===== src/rtl/core/mps_pkg.sv =====
`timescale 1ns / 1ps
`default_nettype none
// ----------------------------------------------------------------------------
// mps_pkg
// Shared types, codes and defaults of the multilevel priority fifo scheduler.
// ----------------------------------------------------------------------------
package mps_pkg;

  localparam int DEF_PRIORITY_LEVELS = 8;
  localparam int DEF_MAX_THREADS     = 64;

  // fixed field widths of the item payloads
  localparam int OPCODE_W = 2;
  localparam int TID_FW   = 6;
  localparam int PRI_FW   = 3;
  localparam int IST_FW   = 2;
  localparam int SLICE_W  = 20;
  localparam int SBASE_W  = 16;

  localparam logic [SLICE_W-1:0] SLICE_MAX      = 20'hFFFFF;
  localparam logic [SBASE_W-1:0] SLICE_BASE_RST = 16'd10;

  // configuration port
  localparam int CFG_AW = 3;
  localparam int CFG_DW = 32;
  localparam logic [0:0] REG_SLICE_BASE = 1'b0;

  // opcodes
  localparam logic [OPCODE_W-1:0] OP_ADD   = 2'd0;
  localparam logic [OPCODE_W-1:0] OP_YIELD = 2'd1;
  localparam logic [OPCODE_W-1:0] OP_TERM  = 2'd2;
  localparam logic [OPCODE_W-1:0] OP_START = 2'd3;

  // initial state codes given with add
  localparam logic [IST_FW-1:0] IST_READY   = 2'd0;
  localparam logic [IST_FW-1:0] IST_SLEEP   = 2'd1;
  localparam logic [IST_FW-1:0] IST_CREATED = 2'd2;
  localparam logic [IST_FW-1:0] IST_BAD     = 2'd3;

  // thread states held in the thread memory
  localparam int TS_W = 3;
  typedef logic [TS_W-1:0] tstate_t;
  localparam tstate_t TS_UNUSED  = 3'd0;
  localparam tstate_t TS_READY   = 3'd1;
  localparam tstate_t TS_SLEEP   = 3'd2;
  localparam tstate_t TS_CREATED = 3'd3;
  localparam tstate_t TS_RUNNING = 3'd4;
  localparam tstate_t TS_EXITED  = 3'd5;

  typedef struct packed {
    logic [OPCODE_W-1:0] opcode;
    logic [TID_FW-1:0]   thread_id;
    logic [PRI_FW-1:0]   priority_level;
    logic [IST_FW-1:0]   initial_state;
  } in_item_t;

  typedef struct packed {
    logic               status;
    logic               dispatched;
    logic [TID_FW-1:0]  current_id;
    logic [SLICE_W-1:0] time_slice;
  } out_item_t;

  // queue update command from the sequencer
  typedef struct packed {
    logic push;
    logic pop_adv;
    logic pop_last;
  } q_cmd_t;

endpackage : mps_pkg
`default_nettype wire


===== src/rtl/core/mps_ram.sv =====
`timescale 1ns / 1ps
`default_nettype none
// ----------------------------------------------------------------------------
// mps_ram
// Generic single write port, single read port ram with registered read data.
// ----------------------------------------------------------------------------
module mps_ram #(
  parameter int WIDTH = 8,
  parameter int DEPTH = 64
) (
  input  wire logic                     clk,
  input  wire logic                     we,
  input  wire logic [$clog2(DEPTH)-1:0] waddr,
  input  wire logic [WIDTH-1:0]         wdata,
  input  wire logic [$clog2(DEPTH)-1:0] raddr,
  output logic      [WIDTH-1:0]         rdata
);

  logic [WIDTH-1:0] mem_r [DEPTH];
  logic [WIDTH-1:0] rdata_r;

  always_ff @(posedge clk) begin
    if (we) begin
      mem_r[waddr] <= wdata;
    end
    rdata_r <= mem_r[raddr];
  end

  assign rdata = rdata_r;

endmodule : mps_ram
`default_nettype wire


===== src/rtl/core/mps_apb_regs.sv =====
`timescale 1ns / 1ps
`default_nettype none
// ----------------------------------------------------------------------------
// mps_apb_regs
// Apb-style configuration register file holding the base time slice.
// ----------------------------------------------------------------------------
module mps_apb_regs import mps_pkg::*; (
  input  wire logic               clk,
  input  wire logic               rst_n,
  input  wire logic               psel,
  input  wire logic               penable,
  input  wire logic               pwrite,
  input  wire logic [CFG_AW-1:0]  paddr,
  input  wire logic [CFG_DW-1:0]  pwdata,
  output logic      [CFG_DW-1:0]  prdata,
  output logic                    pready,
  output logic      [SBASE_W-1:0] slice_base
);

  logic [SBASE_W-1:0] slice_base_r;
  logic               wr_en;
  logic               sel_base;

  // word index is the upper address bits, byte lanes ignored
  assign sel_base = (paddr[CFG_AW-1 -: 1] == REG_SLICE_BASE);
  assign pready   = 1'b1;
  assign wr_en    = psel && penable && pwrite && pready;

  always_ff @(posedge clk) begin
    if (!rst_n) begin
      slice_base_r <= SLICE_BASE_RST;
    end else if (wr_en && sel_base) begin
      slice_base_r <= pwdata[SBASE_W-1:0];
    end
  end

  assign prdata     = sel_base ? CFG_DW'(slice_base_r) : '0;
  assign slice_base = slice_base_r;

endmodule : mps_apb_regs
`default_nettype wire


===== src/rtl/core/mps_queue.sv =====
`timescale 1ns / 1ps
`default_nettype none
// ----------------------------------------------------------------------------
// mps_queue
// Head, tail and nonempty flags of the per-priority fifos, with the
// highest-priority select. Links between entries live in the link memory.
// ----------------------------------------------------------------------------
module mps_queue import mps_pkg::*; #(
  parameter int LEVELS = DEF_PRIORITY_LEVELS,
  parameter int TID_W  = $clog2(DEF_MAX_THREADS)
) (
  input  wire logic                      clk,
  input  wire logic                      rst_n,
  input  wire q_cmd_t                    cmd,
  input  wire logic [$clog2(LEVELS)-1:0] push_lvl,
  input  wire logic [TID_W-1:0]          push_id,
  input  wire logic [$clog2(LEVELS)-1:0] pop_lvl,
  input  wire logic [TID_W-1:0]          pop_next,
  output logic                           push_hit,
  output logic      [TID_W-1:0]          push_tail,
  output logic                           sel_found,
  output logic      [$clog2(LEVELS)-1:0] sel_lvl,
  output logic      [TID_W-1:0]          sel_head,
  output logic                           sel_last,
  output logic      [LEVELS-1:0]         nonempty
);

  localparam int LVL_W = $clog2(LEVELS);

  logic [TID_W-1:0]  head_r [LEVELS];
  logic [TID_W-1:0]  tail_r [LEVELS];
  logic [LEVELS-1:0] nonempty_r;

  assign push_hit  = nonempty_r[push_lvl];
  assign push_tail = tail_r[push_lvl];

  // lowest set bit is the highest priority
  always_comb begin
    sel_found = 1'b0;
    sel_lvl   = '0;
    for (int i = LEVELS - 1; i >= 0; i--) begin
      if (nonempty_r[i]) begin
        sel_found = 1'b1;
        sel_lvl   = LVL_W'(i);
      end
    end
  end

  assign sel_head = head_r[sel_lvl];
  assign sel_last = (head_r[sel_lvl] == tail_r[sel_lvl]);
  assign nonempty = nonempty_r;

  always_ff @(posedge clk) begin
    if (!rst_n) begin
      nonempty_r <= '0;
      for (int i = 0; i < LEVELS; i++) begin
        head_r[i] <= '0;
        tail_r[i] <= '0;
      end
    end else begin
      if (cmd.push) begin
        if (!nonempty_r[push_lvl]) begin
          head_r[push_lvl] <= push_id;
        end
        tail_r[push_lvl]     <= push_id;
        nonempty_r[push_lvl] <= 1'b1;
      end
      if (cmd.pop_last) begin
        nonempty_r[pop_lvl] <= 1'b0;
      end
      if (cmd.pop_adv) begin
        head_r[pop_lvl] <= pop_next;
      end
    end
  end

endmodule : mps_queue
`default_nettype wire


===== src/rtl/core/multilevel_priority_fifo_scheduler.sv =====
`timescale 1ns / 1ps
`default_nettype none
// ----------------------------------------------------------------------------
// multilevel_priority_fifo_scheduler
// Thread scheduler with one fifo of thread ids per priority level. Thread
// state and priority sit in a thread memory, fifo links in a link memory.
// ----------------------------------------------------------------------------
//   channel   ports                          dir   payload
//   input     in_valid / in_ready / in_data  in    in_item_t
//   result    out_valid / out_ready / out_data out out_item_t
//   config    psel penable pwrite paddr ...  in    slice_base at byte 0
//
// add and start pass exec and out, yield and terminate pass exec, disp,
// disp2 and out, or skip disp2 when every queue is empty: the thread memory
// read-modify-write and the dispatch read of the thread and link memories
// set these steps. after reset a clearing pass writes every thread entry
// unused, during which no item is taken; configuration writes go on.
// a result waiting on out_ready holds the sequencer until its register frees.
// ----------------------------------------------------------------------------
module multilevel_priority_fifo_scheduler import mps_pkg::*; #(
  parameter int PRIORITY_LEVELS = DEF_PRIORITY_LEVELS,
  parameter int MAX_THREADS     = DEF_MAX_THREADS
) (
  input  wire logic              clk,
  input  wire logic              rst_n,
  input  wire logic              in_valid,
  output logic                   in_ready,
  input  wire in_item_t          in_data,
  output logic                   out_valid,
  input  wire logic              out_ready,
  output out_item_t              out_data,
  input  wire logic              psel,
  input  wire logic              penable,
  input  wire logic              pwrite,
  input  wire logic [CFG_AW-1:0] paddr,
  input  wire logic [CFG_DW-1:0] pwdata,
  output logic      [CFG_DW-1:0] prdata,
  output logic                   pready
);

  localparam int PRI_W  = $clog2(PRIORITY_LEVELS);
  localparam int TID_W  = $clog2(MAX_THREADS);
  localparam int TM_W   = TS_W + PRI_W;
  localparam int MUL_W  = $clog2(PRIORITY_LEVELS + 2);
  localparam int PROD_W = MUL_W + SBASE_W;
  localparam int EXT_W  = PROD_W + SLICE_W;

  typedef enum logic [2:0] {
    S_CLEAR,
    S_IDLE,
    S_EXEC,
    S_DISP,
    S_DISP2,
    S_OUT
  } state_t;

  state_t             state_r;
  logic [TID_W-1:0]   clr_cnt_r;
  logic [OPCODE_W-1:0] op_r;
  logic [TID_W-1:0]   id_r;
  logic               id_ok_r;
  logic [PRI_W-1:0]   pri_r;
  logic [IST_FW-1:0]  ist_r;
  logic [PRI_W-1:0]   lvl_r;
  logic [TID_W-1:0]   t_r;
  logic               last_r;
  logic [TID_W-1:0]   running_id_r;
  logic               running_valid_r;
  out_item_t          res_r;
  out_item_t          out_data_r;
  logic               out_valid_r;

  logic [SBASE_W-1:0] slice_base;

  // thread memory
  logic               tm_we;
  logic [TID_W-1:0]   tm_waddr;
  logic [TM_W-1:0]    tm_wdata;
  logic [TID_W-1:0]   tm_raddr;
  logic [TM_W-1:0]    tm_rdata;
  tstate_t            tm_state;
  logic [PRI_W-1:0]   tm_pri;

  // link memory
  logic               lm_we;
  logic [TID_W-1:0]   lm_raddr;
  logic [TID_W-1:0]   lm_rdata;

  // queue control
  q_cmd_t             q_cmd;
  logic [PRI_W-1:0]   push_lvl;
  logic [TID_W-1:0]   push_id;
  logic               q_push_hit;
  logic [TID_W-1:0]   q_push_tail;
  logic               q_sel_found;
  logic [PRI_W-1:0]   q_sel_lvl;
  logic [TID_W-1:0]   q_sel_head;
  logic               q_sel_last;
  logic [PRIORITY_LEVELS-1:0] q_nonempty;

  logic               in_acc;
  logic [PRI_W-1:0]   in_pri;
  logic               in_id_ok;
  logic               add_rej;
  logic               start_rej;
  logic               cur_ok;
  tstate_t            add_state;
  logic [TID_FW-1:0]  cur_out;
  logic [MUL_W-1:0]   mult;
  logic [PROD_W-1:0]  prod;
  logic [EXT_W-1:0]   prod_ext;
  logic [SLICE_W-1:0] slice_sat;
  logic               out_free;

  mps_apb_regs u_regs (
    .clk        (clk),
    .rst_n      (rst_n),
    .psel       (psel),
    .penable    (penable),
    .pwrite     (pwrite),
    .paddr      (paddr),
    .pwdata     (pwdata),
    .prdata     (prdata),
    .pready     (pready),
    .slice_base (slice_base)
  );

  mps_ram #(.WIDTH(TM_W), .DEPTH(MAX_THREADS)) u_thread_mem (
    .clk   (clk),
    .we    (tm_we),
    .waddr (tm_waddr),
    .wdata (tm_wdata),
    .raddr (tm_raddr),
    .rdata (tm_rdata)
  );

  mps_ram #(.WIDTH(TID_W), .DEPTH(MAX_THREADS)) u_link_mem (
    .clk   (clk),
    .we    (lm_we),
    .waddr (q_push_tail),
    .wdata (push_id),
    .raddr (lm_raddr),
    .rdata (lm_rdata)
  );

  mps_queue #(.LEVELS(PRIORITY_LEVELS), .TID_W(TID_W)) u_queue (
    .clk       (clk),
    .rst_n     (rst_n),
    .cmd       (q_cmd),
    .push_lvl  (push_lvl),
    .push_id   (push_id),
    .pop_lvl   (lvl_r),
    .pop_next  (lm_rdata),
    .push_hit  (q_push_hit),
    .push_tail (q_push_tail),
    .sel_found (q_sel_found),
    .sel_lvl   (q_sel_lvl),
    .sel_head  (q_sel_head),
    .sel_last  (q_sel_last),
    .nonempty  (q_nonempty)
  );

  assign in_ready = (state_r == S_IDLE);
  assign in_acc   = in_valid && in_ready;
  assign out_free = !out_valid_r || out_ready;

  // priority saturates to the lowest level
  assign in_pri   = (32'(in_data.priority_level) >= PRIORITY_LEVELS) ?
                    PRI_W'(PRIORITY_LEVELS - 1) : PRI_W'(in_data.priority_level);
  assign in_id_ok = (32'(in_data.thread_id) < MAX_THREADS);

  assign tm_state = tm_rdata[TM_W-1 -: TS_W];
  assign tm_pri   = tm_rdata[PRI_W-1:0];

  assign add_rej   = !id_ok_r || (ist_r == IST_BAD) ||
                     (tm_state == TS_READY) || (tm_state == TS_RUNNING);
  assign start_rej = !id_ok_r || (tm_state != TS_CREATED);
  assign cur_ok    = running_valid_r && (tm_state == TS_RUNNING);
  assign add_state = (ist_r == IST_READY) ? TS_READY :
                     (ist_r == IST_SLEEP) ? TS_SLEEP : TS_CREATED;
  assign cur_out   = running_valid_r ? TID_FW'(running_id_r) : '0;

  // slice = (levels - pri + 1) * base, saturated to the field
  assign mult      = MUL_W'(PRIORITY_LEVELS + 1) - MUL_W'(tm_pri);
  assign prod      = PROD_W'(mult) * PROD_W'(slice_base);
  assign prod_ext  = EXT_W'(prod);
  assign slice_sat = (prod_ext > EXT_W'(SLICE_MAX)) ? SLICE_MAX : prod_ext[SLICE_W-1:0];

  always_comb begin
    tm_we    = 1'b0;
    tm_waddr = id_r;
    tm_wdata = {TS_UNUSED, PRI_W'(0)};
    tm_raddr = q_sel_head;
    lm_raddr = q_sel_head;
    q_cmd    = '0;
    push_lvl = pri_r;
    push_id  = id_r;
    case (state_r)
      S_CLEAR: begin
        tm_we    = 1'b1;
        tm_waddr = clr_cnt_r;
      end
      S_IDLE: begin
        tm_raddr = ((in_data.opcode == OP_ADD) || (in_data.opcode == OP_START)) ?
                   TID_W'(in_data.thread_id) : running_id_r;
      end
      S_EXEC: begin
        case (op_r)
          OP_ADD: begin
            if (!add_rej) begin
              tm_we      = 1'b1;
              tm_wdata   = {add_state, pri_r};
              q_cmd.push = (ist_r == IST_READY);
            end
          end
          OP_START: begin
            push_lvl = tm_pri;
            if (!start_rej) begin
              tm_we      = 1'b1;
              tm_wdata   = {TS_READY, tm_pri};
              q_cmd.push = 1'b1;
            end
          end
          OP_YIELD: begin
            tm_waddr = running_id_r;
            push_lvl = tm_pri;
            push_id  = running_id_r;
            if (cur_ok) begin
              tm_we      = 1'b1;
              tm_wdata   = {TS_READY, tm_pri};
              q_cmd.push = 1'b1;
            end
          end
          default: begin
            tm_waddr = running_id_r;
            if (cur_ok) begin
              tm_we    = 1'b1;
              tm_wdata = {TS_EXITED, tm_pri};
            end
          end
        endcase
      end
      S_DISP2: begin
        tm_we          = 1'b1;
        tm_waddr       = t_r;
        tm_wdata       = {TS_RUNNING, tm_pri};
        q_cmd.pop_last = last_r;
        q_cmd.pop_adv  = !last_r;
      end
      default: begin
      end
    endcase
  end

  // appending behind an existing tail links it to the new item
  assign lm_we = q_cmd.push && q_push_hit;

  always_ff @(posedge clk) begin
    if (!rst_n) begin
      state_r         <= S_CLEAR;
      clr_cnt_r       <= '0;
      running_id_r    <= '0;
      running_valid_r <= 1'b0;
      out_valid_r     <= 1'b0;
    end else begin
      if (out_valid_r && out_ready && (state_r != S_OUT)) begin
        out_valid_r <= 1'b0;
      end
      case (state_r)
        S_CLEAR: begin
          clr_cnt_r <= clr_cnt_r + TID_W'(1);
          if (clr_cnt_r == TID_W'(MAX_THREADS - 1)) begin
            state_r <= S_IDLE;
          end
        end
        S_IDLE: begin
          if (in_acc) begin
            op_r    <= in_data.opcode;
            id_r    <= TID_W'(in_data.thread_id);
            id_ok_r <= in_id_ok;
            pri_r   <= in_pri;
            ist_r   <= in_data.initial_state;
            state_r <= S_EXEC;
          end
        end
        S_EXEC: begin
          if ((op_r == OP_ADD) || (op_r == OP_START)) begin
            res_r.status     <= (op_r == OP_ADD) ? add_rej : start_rej;
            res_r.dispatched <= 1'b0;
            res_r.current_id <= cur_out;
            res_r.time_slice <= '0;
            state_r          <= S_OUT;
          end else begin
            running_valid_r <= 1'b0;
            state_r         <= S_DISP;
          end
        end
        S_DISP: begin
          if (q_sel_found) begin
            lvl_r   <= q_sel_lvl;
            t_r     <= q_sel_head;
            last_r  <= q_sel_last;
            state_r <= S_DISP2;
          end else begin
            res_r   <= '0;
            state_r <= S_OUT;
          end
        end
        S_DISP2: begin
          running_id_r     <= t_r;
          running_valid_r  <= 1'b1;
          res_r.status     <= 1'b0;
          res_r.dispatched <= 1'b1;
          res_r.current_id <= TID_FW'(t_r);
          res_r.time_slice <= slice_sat;
          state_r          <= S_OUT;
        end
        S_OUT: begin
          // a free register takes the item, a held one keeps its valid
          if (out_free) begin
            out_data_r  <= res_r;
            out_valid_r <= 1'b1;
            state_r     <= S_IDLE;
          end
        end
        default: begin
          state_r <= S_IDLE;
        end
      endcase
    end
  end

  assign out_valid = out_valid_r;
  assign out_data  = out_data_r;

  // a pop only takes from a level that holds items
  a_pop_nonempty: assert property (@(posedge clk) disable iff (!rst_n)
    (state_r == S_DISP2) |-> q_nonempty[lvl_r])
    else $error("pop from empty priority level");

  // push and pop never share a cycle
  a_no_push_pop: assert property (@(posedge clk) disable iff (!rst_n)
    !(q_cmd.push && (q_cmd.pop_adv || q_cmd.pop_last)))
    else $error("queue push and pop in the same cycle");

  // a free result register takes the pending item
  a_out_load: assert property (@(posedge clk) disable iff (!rst_n)
    ((state_r == S_OUT) && out_free) |=> (out_valid_r && (state_r == S_IDLE)))
    else $error("result not loaded");

  // a rejected item never dispatches
  a_rej_no_disp: assert property (@(posedge clk) disable iff (!rst_n)
    out_valid_r |-> !(out_data_r.status && out_data_r.dispatched))
    else $error("rejected item reports a dispatch");

  // a dispatch always leaves a current thread
  a_disp_running: assert property (@(posedge clk) disable iff (!rst_n)
    (state_r == S_DISP2) |=> running_valid_r)
    else $error("dispatch without a current thread");

endmodule : multilevel_priority_fifo_scheduler
`default_nettype wire


===== config.mk =====
export PLATFORM = sky130hd
export DESIGN_NAME = multilevel_priority_fifo_scheduler
export DESIGN_NICKNAME = d
export VERILOG_FILES = /design/src/rtl/core/mps_pkg.sv /design/src/rtl/core/mps_ram.sv /design/src/rtl/core/mps_apb_regs.sv /design/src/rtl/core/mps_queue.sv /design/src/rtl/core/multilevel_priority_fifo_scheduler.sv
export SDC_FILE = /design/constraint.sdc
export NUM_CORES = 2
export LEC_CHECK = 0
export BUFFER_PORTS_ARGS = -buffer_cell sky130_fd_sc_hd__buf_4
export CORE_MARGIN = 2
export CORE_UTILIZATION = 55
export DETAILED_ROUTE_END_ITERATION = 16
export PLACE_DENSITY = 0.69
export SLEW_MARGIN = 0
export SYNTH_ARGS = -nofsm -noshare
export SYNTH_HDL_FRONTEND = slang
export SYNTH_SLANG_ARGS = --single-unit
export TNS_END_PERCENT = 20

===== constraint.sdc =====
create_clock -name clk -period 5.5 [get_ports clk]
set_clock_uncertainty 0.15 [all_clocks]
set_input_delay 1.65 -clock clk [delete_from_list [all_inputs] [get_ports clk]]
set_output_delay 1.65 -clock clk [all_outputs]
set_load 0.02 [all_outputs]

# Word-level counts from Yosys, hierarchy flattened
# Memories as Yosys holds them, arrays and structs flattened. A register that Yosys moved wholly into a read port is not among the register bits.
# Cells that the tools add are included.
# totals
register_bits	120
latch_bits	0
ramBits	864
rom_bits	0
output_inout_bits	63
memories	4
# memory_table
memory	words	word_bits	read_ports	rd_clocked_by_memory_dff	write_ports	line	source
u_link_mem.mem_r	64	6	1	1	1	mps_ram.sv:19	logic [WIDTH-1:0] mem_r [DEPTH];
u_thread_mem.mem_r	64	6	1	1	1	mps_ram.sv:19	
u_queue.head_r	8	6	1	0	8	mps_queue.sv:30	logic [TID_W-1:0] head_r [LEVELS];
u_queue.tail_r	8	6	2	0	8	mps_queue.sv:31	logic [TID_W-1:0] tail_r [LEVELS];
# op_classes
addsub	2
mul	1
div_mod_pow	0
magnitude_cmp	5
eq_ne	22
shifts	0
muxes	92
bitwise_logic	4
n_reduce_logical	35
# op_table
op	count
one-hot mux 28 bit (3 select lines)	1
two-way mux 6 bit	10
two-way mux 28 bit	2
two-way mux 3 bit	17
two-way mux 1 bit	41
one-hot mux 6 bit (3 select lines)	2
two-way mux 8 bit	3
> comparator 20 bit (second input constant)	1
multiplier 4 x 16 -> 20 bit	1
two-way mux 20 bit	1
one-hot mux 3 bit (6 select lines)	1
OR reduction 6 bit	3
two-way mux 16 bit	1
one-hot mux 6 bit (2 select lines)	1
AND reduction 3 bit	4
logical AND 1 bit	10
!= test 2 bit (second input constant)	5
== test 3 bit (second input constant)	3
bitwise AND 8 bit	1
less-than comparator 3 x 4 -> 1 bit (second input constant)	2
two-way mux 4 bit	2
NOT 8 bit	1
OR 8 bit	1
adder 6 x 1 -> 6 bit (second input constant)	1
other kinds (27)	46

# Logic depth before layout (Yosys ltp)
# depth
ltp_word	13
ltp_mapped	22
ltp_nobuf	19

# By module
# From an unflattened synthesis, not the netlist that was laid out.
# unflattened
cells_unflattened	2714
area_unflattened_um2	43556.8
# modules_own_cells
module	instances	cells_each	area_per_inst_um2
mps_ram	2	720	15225.9
multilevel_priority_fifo_scheduler	1	588	6299.8
mps_queue	1	580	5888.1
mps_apb_regs	1	106	917.1

# Least setup slack after synthesis
# No wires, ideal clock.
# synth_timing
path_kind	reg-to-reg
startpoint	register u_thread_mem.rdata_r[1] (netlist: u_thread_mem.rdata[1]), read port of u_thread_mem.mem_r
endpoint	register res_r[19] in the netlist's numbering, data pin
setup_ns	0.266
arrival_ns	4.425
t_required_ns	5.084
slack_ns	0.659
stages_incl_launch_ff	22
cell_sequence	dfxtp_1 > clkbuf_1 > buf_1 > inv_1 > ha_1 > clkbuf_1 > nand2_1 > fa_1 > inv_1 > fa_1 > ha_1 > a21o_1 > a21oi_1 > nand2b_1 > a21boi_0 > or4_1 > nand3_1 > a31oi_1 > a31oi_1 > o21ai_0 > xnor2_1 > nor2_1
# synth_via
elab_chain_len	5
# synth_lines
element	line	source
from (decl)	mps_ram.sv:20	logic [WIDTH-1:0] rdata_r;
subtractor 4 x 3 -> 4 bit (*)	multilevel_priority_fifo_scheduler.sv:184	assign mult = MUL_W'(PRIORITY_LEVELS + 1) - MUL_W'(tm_pri);
multiplier 4 x 16 -> 20 bit (*)	multilevel_priority_fifo_scheduler.sv:185	assign prod = PROD_W'(mult) * PROD_W'(slice_base);
> comparator 20 bit	multilevel_priority_fifo_scheduler.sv:187	assign slice_sat = (prod_ext > EXT_W'(SLICE_MAX)) ? SLICE_MAX : prod_ext[SLICE_W-1:0];
two-way mux 20 bit (*)	multilevel_priority_fifo_scheduler.sv:187	
one-hot mux 28 bit (3 select lines) (*)	multilevel_priority_fifo_scheduler.sv:269	case (state_r)
to (decl)	multilevel_priority_fifo_scheduler.sv:69	out_item_t res_r;
# Mark *: on every way between the ends. The rest lies on a longest branch, timed or not.
# A chain may end at the register's enable or synchronous reset.

# Worst setup path in the final report
# Ends and elaborated chain as after synthesis.

==> summary.md <==
| Metric | Value |
|---|---|
| Status | completed |
| Max Freq | 204 MHz |
| Fill count | slightly above 6000 |
| First-pass GRT wire length | 166000 um |
| EDFF count, synth | 943 |
| Fin. Hold Viols | 0 |
| Top Metal Used | met4 |
| Mapped Cells | between 3000 and 4000 |
| Initial antenna violation count | 0 |
| PortBufs | 82 |
| Die width | about 290 um |
| # DRC | 0 |
| HPWL Detailed | just under 70000 um |
| Post-route clock period utilization | 0.890 |
| Register bit total from synthesis | around 1000 |
| Slew Limit Headroom | 0.109 |
| Met2 wire length | between 50000 and 60000 um |
| Mean routed wirelength per cell | ~22 um |
| Pleak | 17.5 nW |
| Total of max-cap violations | 0 |
| Mean cell area of the mapped netlist | 11.5 um2 |
| Row count | 103 |
| TNS Setup | 0 ns |
| Predominant post-synthesis flop cell | edfxtp_1 |
| Hold-fix buffers, CTS | 0 |
| Fin nets | roughly 4000 |
| PostCTS Resize Cnt | 0 |
| Synth Warn # | 0 |
| DRT iter0 DRCs | approximately 3700 |
| Largest area contributor in the netlist | edfxtp_1 |
| Top cells by area, synth | edfxtp_1 64%, nand2_1 8.7%, nand3_1 4.9% |
| Largest net degree at the start of global routing | approximately 120 |
| Met3 Routed Length | ~11000 um |
| Share of layout cells above drive strength 1 | 0.104 |
| Cell with the most instances after synthesis | nand2_1 |
| Pwr per Cell Area | 317 nW/um2 |
| Starting Density | 0.557 |
| Post-route setup slack | between 0.6 and 0.7 ns |
| Synth top cells by count | 1022 x nand2_1, 943 x edfxtp_1, 428 x nand3_1 |
| Ant diodes | 0 |
| Cell Area, Synth | 44000 um2 |
| Worst-Margin Slew | between 1 and 1.5 ns |
| Synth top area share | 0.644 |
| Die height | approximately 290 um |
| CP startpoint kind | flop |
| Setup crit end kind | flop |
| Gr ovfl total | 0 |
| Maximum vdd ir drop | 285 uV |
| Crit path required time | about 5.8 ns |
| R2R Setup Slk | between 0.6 and 0.7 ns |
| Die ar. | between 80000 and 90000 um2 |
| CTS Sinks | approximately 1000 |
| Vias in the first global route | roughly 28000 |
| Clk Latency, worst-skew pair | 0.68 ns |
| Post-CTS Setup Bufs | 0 |
| Setup repair after global routing missed its margin | no |
| Worst-path clk slew | roughly 0.06 ns |
| Register area share after synthesis | 0.668 |
| WP data arrival | 5.15 ns |
| Root buf cell | clkbuf_16 |
| Critical path class | reg -> reg |
| CTS tree | yes |
| Final setup fails | 0 |
| Post-route ant nets | 0 |
| Via count | approximately 30000 |
| CP Max Fanout | 16 |
| Pre-CTS WS | between 0.5 and 0.6 ns |
| Core Area | a little under 80000 um2 |
| Post-synth ARST share | 0 |
| H-tree Lvls | 3 |
| CTS Buffer Depth | 3 |
| Area delta synth->final | 11.6% |
| DR vias/cell | roughly 5.9 |
| Placer's final routability congestion estimate | 0.904 |
| Drt pass-1 iters | 6 |
| Pins over their slew limit | 0 |
| Num CTS Buffers | 100 |
| Unique cell type count in the Yosys netlist | 87 |
| WL met1 | roughly 46000 um |
| Routed wire length | between 100000 and 150000 um |
| Minimum clock period | between 4 and 5 ns |
| Gr usage total | 0.264 |
| Ports | roughly 120 |
| Hold Path Class | reg -> reg |
power by group:
group / total (W) / switching, W / leakage [nW] / internal (W)
combinational: 0.000710 / 0.000470 / 7.23 / 0.000241
sequential: 0.00828 / 0.0000389 / 8.71 / 0.00824
clock: 0.00654 / 0.00290 / 1.53 / 0.00364
flip-flops by register name, summed over array words and instances (netlist names), 6 cells and up:
name                cells
u_queue.tail_r         48
u_queue.nonempty        8
u_link_mem.mem_r      384
u_regs.slice_base      16
u_thread_mem.mem_r    384
res_r                  28
running_id_r            6
t_r                     6
out_data               28
u_queue.head_r         48
clr_cnt_r               6
u_link_mem.rdata        6
id_r                    6
u_thread_mem.rdata      6
layout by cell type, fill, tap and decap left out, types with 7 or more instances in the layout:
cell | netlist | layout
nand3_1 | 428 | 428
inv_1 | 72 | 66
ha_1 | 30 | 30
or3_1 | 18 | 18
clkbuf_1 | 70 | 27
a31oi_1 | 27 | 27
a21oi_1 | 129 | 129
mux2i_1 | 21 | 19
nor3b_1 | 17 | 17
nor2_1 | 274 | 272
a211oi_1 | 7 | 7
clkinv_1 | 1 | 20
clkinv_2 | 0 | 16
or4_1 | 9 | 9
edfxtp_1 | 943 | 943
inv_2 | 6 | 11
buf_12 | 0 | 13
nand2_1 | 1022 | 1021
o22ai_1 | 7 | 7
nor2b_1 | 33 | 33
clkbuf_16 | 0 | 100
xnor2_1 | 17 | 17
nor3_1 | 64 | 63
and3_1 | 45 | 45
conb_1 | 2 | 17
a311oi_1 | 51 | 51
o21ai_1 | 10 | 9
a21o_1 | 12 | 12
o21ai_0 | 32 | 32
fa_1 | 28 | 28
nor4_1 | 8 | 8
and2_1 | 67 | 66
a21boi_0 | 26 | 26
nand2b_1 | 27 | 27
or2_2 | 8 | 8
dfxtp_1 | 53 | 53
buf_4 | 34 | 193
mux2_2 | 8 | 8
xor2_1 | 7 | 7
metal layers:
metal | track usage | up-vias
li1 | - | 13800
met1 | 0.387 | 14600
met2 | 0.407 | 1450
met3 | 0.0526 | 188
met4 | 0.0684 | 0
met5 | 0 | -
cell type report:
cell class / instances / area (um2) / share of cell area
clock inverter: 54 / 487 / 0.00992
multi-input combinational: 2545 / 13200 / 0.269
timing repair buffer: 206 / 1710 / 0.0348
clock buffer: 132 / 2670 / 0.0545
sequential: 996 / 29400 / 0.599
inverter: 79 / 302 / 0.00614
tap: 1050 / 1310 / 0.0268
kinds of logic (layout without fill, tap and decap cells):
kind of cell / count (synthesis) / after routing / share of synthesized area
muxes: 34 / 34 / 0.00820
AOI/OAI and AO/OA: 371 / 371 / 0.0589
other: 2 / 17 / 0.000171
DFF: 996 / 996 / 0.668
xor gates and xnor gates: 24 / 24 / 0.00478
and+or+nand+nor: 2041 / 2041 / 0.204
buffers and inverters: 302 / 471 / 0.0340
adders and majority gates: 58 / 58 / 0.0213
stage by stage:
stage / utilization / cells / cell area [um2] / total power (W) / hold slack, ns
final: 0.621 / 5062 / 49100 / 0.0155 / 0.268
after global routing: 0.621 / 5062 / 49100 / 0.0160 / 0.274
after CTS: 0.621 / 5062 / 49100 / 0.0156 / 0.269
after detailed placement: 0.581 / 4876 / 45900 / 0.00914 / 0.256
after global placement: 0.581 / 4876 / 45900 / 0.00913 / 0.251
after floorplan: - / 3843 / 44000 / 0.00891 / 0.250
critical path, stage by stage, from the launching register on:
cell and delay [ns]:
dfxtp_1 0.46, inv_1 0.07, ha_1 0.58, nand2_1 0.14, fa_1 0.52, inv_1 0.05, fa_1 0.46, ha_1 0.29
a21o_1 0.18, a21oi_1 0.19, nand2b_1 0.13, a21boi_0 0.10, or4_1 0.45, nand3_1 0.12, a31oi_1 0.13, a31oi_1 0.28
o21ai_0 0.15, xnor2_1 0.14, nor2_1 0.05
worst paths after layout:
| check | from | cells past startpoint | to |
|---|---|---|---|
| max reg2reg | u_thread_mem.rdata[1] | 18 | res_r[19] |
| min reg2reg | res_r[6] | 0 | out_data[6] |
| min | res_r[6] | 0 | out_data[6] |
| max | u_thread_mem.rdata[1] | 18 | res_r[19] |
(Power assumes the default switching activity.)
